`src/rtl/toroidal_four_neighbour_mask_assert.svh`:
```
// Assertion macros for the four-neighbour mask block.
// Used by the top level only; needs nothing else.
`ifndef TOROIDAL_FOUR_NEIGHBOUR_MASK_ASSERT_SVH
`define TOROIDAL_FOUR_NEIGHBOUR_MASK_ASSERT_SVH

// condition holds at every clock edge out of reset
`define TFNM_ASSERT_HOLDS(lbl, clk, rst_n, cond, msg) \
    lbl: assert property (@(posedge clk) disable iff (!rst_n) (cond)) \
        else $error(msg);

// antecedent implies consequent in the same cycle
`define TFNM_ASSERT_IMPLIES(lbl, clk, rst_n, ante, cons, msg) \
    lbl: assert property (@(posedge clk) disable iff (!rst_n) (ante) |-> (cons)) \
        else $error(msg);

`endif

```
`src/rtl/tfnm_pkg.sv`:
```
// Shared types and constants of the four-neighbour mask block.
// No dependencies.
package tfnm_pkg;

    localparam int DEF_MAX_WIDTH  = 256;
    localparam int DEF_MAX_HEIGHT = 256;

    localparam int COORD_W = 8;
    localparam int SIZE_W  = 9;
    localparam int CODE_W  = 5;
    localparam int APB_AW  = 3;
    localparam int APB_DW  = 32;

    // alpha bit that marks a pixel occupied
    localparam int OCC_BIT_POS = 7;

    // cell code bit positions
    localparam int CODE_LEFT_BIT  = 0;
    localparam int CODE_UP_BIT    = 1;
    localparam int CODE_RIGHT_BIT = 2;
    localparam int CODE_DOWN_BIT  = 3;
    localparam int CODE_SELF_BIT  = 4;

    // item actions
    localparam logic ACTION_LOAD  = 1'b0;
    localparam logic ACTION_QUERY = 1'b1;

    // register index, taken from paddr[2]
    localparam logic REG_MAP_WIDTH  = 1'b0;
    localparam logic REG_MAP_HEIGHT = 1'b1;

    // map size in use, already clamped
    typedef struct packed {
        logic [SIZE_W-1:0] width;
        logic [SIZE_W-1:0] height;
    } t_size;

endpackage

```
`src/rtl/tfnm_cfg.sv`:
```
// APB register file for map width and height, with size clamping.
// Depends on tfnm_pkg.
module tfnm_cfg import tfnm_pkg::*; #(
    parameter int MAX_WIDTH  = DEF_MAX_WIDTH,
    parameter int MAX_HEIGHT = DEF_MAX_HEIGHT
) (
    input  logic              i_clk,
    input  logic              i_rst_n,
    input  logic              psel,
    input  logic              penable,
    input  logic              pwrite,
    input  logic [APB_AW-1:0] paddr,
    input  logic [APB_DW-1:0] pwdata,
    output logic [APB_DW-1:0] prdata,
    output logic              pready,
    output t_size             o_size
);

    localparam int W_LIM = (MAX_WIDTH < 256) ? MAX_WIDTH : 256;
    localparam int H_LIM = (MAX_HEIGHT < 256) ? MAX_HEIGHT : 256;

    logic [SIZE_W-1:0] r_map_width;
    logic [SIZE_W-1:0] r_map_height;
    logic              wr_xfer;

    assign pready  = 1'b1;
    assign wr_xfer = psel & penable & pwrite;

    // register writes
    always_ff @(posedge i_clk) begin
        if (!i_rst_n) begin
            r_map_width  <= SIZE_W'(256);
            r_map_height <= SIZE_W'(256);
        end else if (wr_xfer) begin
            unique case (paddr[2])
                REG_MAP_WIDTH:  r_map_width  <= pwdata[SIZE_W-1:0];
                REG_MAP_HEIGHT: r_map_height <= pwdata[SIZE_W-1:0];
                default: ;
            endcase
        end
    end

    // read back
    always_comb begin
        unique case (paddr[2])
            REG_MAP_WIDTH:  prdata = APB_DW'(r_map_width);
            REG_MAP_HEIGHT: prdata = APB_DW'(r_map_height);
            default:        prdata = '0;
        endcase
    end

    // clamp to [1, min(max, 256)]
    always_comb begin
        if (r_map_width == '0)
            o_size.width = SIZE_W'(1);
        else if (r_map_width > SIZE_W'(W_LIM))
            o_size.width = SIZE_W'(W_LIM);
        else
            o_size.width = r_map_width;

        if (r_map_height == '0)
            o_size.height = SIZE_W'(1);
        else if (r_map_height > SIZE_W'(H_LIM))
            o_size.height = SIZE_W'(H_LIM);
        else
            o_size.height = r_map_height;
    end

endmodule

```
`config.mk`:
```
export PLATFORM = sky130hd
export DESIGN_NAME = tfnm_cfg
export DESIGN_NICKNAME = d
export VERILOG_FILES = /design/src/rtl/toroidal_four_neighbour_mask_assert.svh /design/src/rtl/tfnm_pkg.sv /design/src/rtl/tfnm_cfg.sv
export SDC_FILE = /design/constraint.sdc
export NUM_CORES = 1
export LEC_CHECK = 0
export BUFFER_PORTS_ARGS = -buffer_cell sky130_fd_sc_hd__buf_2
export CAP_MARGIN = 10
export CORE_UTILIZATION = 42
export DETAILED_ROUTE_END_ITERATION = 6
export PLACE_DENSITY_LB_ADDON = 0.3
export SLEW_MARGIN = 20
export SYNTH_ARGS = -nofsm -noshare
export SYNTH_HDL_FRONTEND = slang
export SYNTH_SLANG_ARGS = --single-unit
export TNS_END_PERCENT = 50
```
`constraint.sdc`:
```
create_clock -name i_clk -period 1.8 [get_ports i_clk]
set_input_delay 0.18 -clock i_clk [delete_from_list [all_inputs] [get_ports i_clk]]
set_output_delay 0.18 -clock i_clk [all_outputs]
set_load 0.1 [all_outputs]
```
==> results.json <==
{
  "drc_errors": 0,
  "cts_tree": "yes",
  "arrival_ps": 1550,
  "ys_seq_area_frac": 0.309,
  "p_leak_nw": 0.712,
  "crit_path_end_kind": "primary output",
  "layout.cells.most_common": "buf_2",
  "power.share.combinational": 0.369,
  "nets": 210,
  "max_clock_freq_mhz": 577,
  "cts_sinks": 18,
  "wire_per_inst_um": 12.0,
  "cts_buffers": 3,
  "core.rowCount": 18,
  "final_min_period_over_clock_period": 0.963,
  "instances_no_fill": 198,
  "postCtsHoldBufs": 0,
  "synth_area_um2": 1170,
  "power_density_nw_per_um2": 722,
  "syn_area_per_cell_um2": 8.77,
  "cts_buffer_depth": 2,
  "slew_viol_final": 0,
  "min-delay-start": "pwdata[4]",
  "fin_tns_setup_ps": 0,
  "p_seq_frac": 0.431,
  "worstPathMaxFanout": 4,
  "core_area_um2": 2540,
  "required_ps": 1620,
  "overflow": 0,
  "fin_util": 0.526,
  "final_hold_viol_count": 0,
  "critical_path_class": "reg -> out",
  "place_inst": 195,
  "r2r_cells": 2,
  "p_int_w": 0.000530,
  "final_cell_mix": "39 x buf_2, 25 x nand2_1, 24 x conb_1, 18 x mux2i_1, 18 x dfxtp_1",
  "firstDrtPassIters": 4,
  "via_per_inst": 4.72,
  "num_io_pins": 91,
  "fp.dieW_um": 54.7,
  "hold_path_class": "in -> reg",
  "worstHoldPathCells": 3,
  "die-area_um2": 2990,
  "drt_iter0_markers": 9,
  "r2r_start": "r_map_height[8]",
  "yosysWarnings": 0,
  "finalSetupViolCount": 0,
  "ant_nets": 0,
  "startpoint": "r_map_width[1]",
  "finClkSkew_ps": 0,
  "gp_congestion": 0.675,
  "ys_types": 17,
  "grt_pass1_wl_um": 3710,
  "hold_slack_ps": 159,
  "ir_worst_vdd_v": 0.000408,
  "cts_resized": 0,
  "clkLatencyLatePin_ps": 280,
  "synthCells": 133,
  "clkTransAtPathRegs_ps": 100,
  "status": "complete, no violations",
  "drive_gt1_frac": 0.351,
  "fin_crit_ps": 1730,
  "grt_usage": 0.175,
  "die_h_um": 54.7,
  "vias": 935,
  "worstSetupStartpointType": "flop",
  "antenna_found_initial": 0,
  "area_growth_pct": 14.8,
  "htree_levels": 1,
  "swShare": 0.451,
  "cts_root_buffer": "clkbuf_4",
  "portBuffers": 41,
  "grt_max_degree": 28,
  "grt_pass1_vias": 849,
  "wl_um": 2370,
  "initial_core_util": 0.458,
  "diodes": 0,
  "rsz0062_at_grt": "false",
  "p_sw_w": 0.000436,
  "synth-seq-cells": 18,
  "hpwl_um": 1810,
  "cts_setup_buffers": 0,
  "clkPwrFrac": 0.200,
  "cap_violations": 0
}
[cells by family (layout without fill, tap and decap cells)]
| group | count (synthesis) | count (layout) | synth area share |
|---|---|---|---|
| DFF | 18 | 18 | 0.309 |
| muxes | 26 | 26 | 0.232 |
| and+or+nand+nor | 48 | 48 | 0.225 |
| buffers and inverters | 36 | 49 | 0.202 |
| AOI/OAI and AO/OA | 3 | 3 | 0.0257 |
| other | 2 | 24 | 0.00644 |
[synth_stat cells (all sizes together)]
cell type | n | area share
nand4 | 1 | 0.0054
buf | 30 | 0.18
mux2i | 18 | 0.15
clkbuf | 4 | 0.013
dfxtp | 18 | 0.31
nand2 | 25 | 0.080
and4b | 1 | 0.0086
inv | 2 | 0.0064
o22ai | 2 | 0.021
mux2 | 8 | 0.077
o21ai | 1 | 0.0043
nor2b | 10 | 0.054
or4 | 4 | 0.032
and2b | 7 | 0.045
conb | 2 | 0.0064
[power by group through the flow]
stage / logic (W) / clock network [W] / registers [W]
CTS: 0.000356 / 0.000198 / 0.000416
global route: 0.000371 / 0.000215 / 0.000418
detailed placement: 0.000356 / 0 / 0.000425
finish: 0.000357 / 0.000193 / 0.000416
global placement: 0.000354 / 0 / 0.000424
floorplan: 0.000366 / 0 / 0.000421
[worst paths after layout]
path,to,slack (ps)
hold reg to reg,r_map_width[0],470
hold / removal,r_map_height[4],160
setup reg to reg,r_map_height[8],800
setup / recovery,o_size[9],70
[critical path, stage by stage (launching register included)]
cell and delay [ps]:
dfxtp_1 350, or4_1 560, o22ai_2 170, buf_12 200
[registers in the layout, indices dropped and copies added (netlist names)]
register,cells
r_map_height,9
r_map_width,9
[metal layers]
metal | global-route usage | wire length, µm | up-vias
met3 | 0.0250 | 142 | 2
li1 | - | - | 457
met1 | 0.201 | 1010 | 424
met5 | 0 | 0 | -
met2 | 0.321 | 1210 | 52
met4 | 0.0598 | 12 | 0
[layout make-up]
cell class / instances / area [µm²]
Tap cell: 30 / 37.5
Inverter: 2 / 7.51
Clock buffer: 3 / 22.5
Fill cell: 247 / 1210
Sequential cell: 18 / 360
Multi-Input combinational cell: 101 / 653
Timing Repair Buffer: 44 / 258
[per-stage QoR]
stage	setup slack, ps	total power [W]	cell area, µm²
finish	65.9	0.000966	1340
global route	10.4	0.00100	1340
detailed placement	362	0.000781	1320
CTS	39.4	0.000970	1340
floorplan	-210	0.000787	1250
global placement	370	0.000778	1320
No activity file was read; power rests on OpenSTA's default activity.
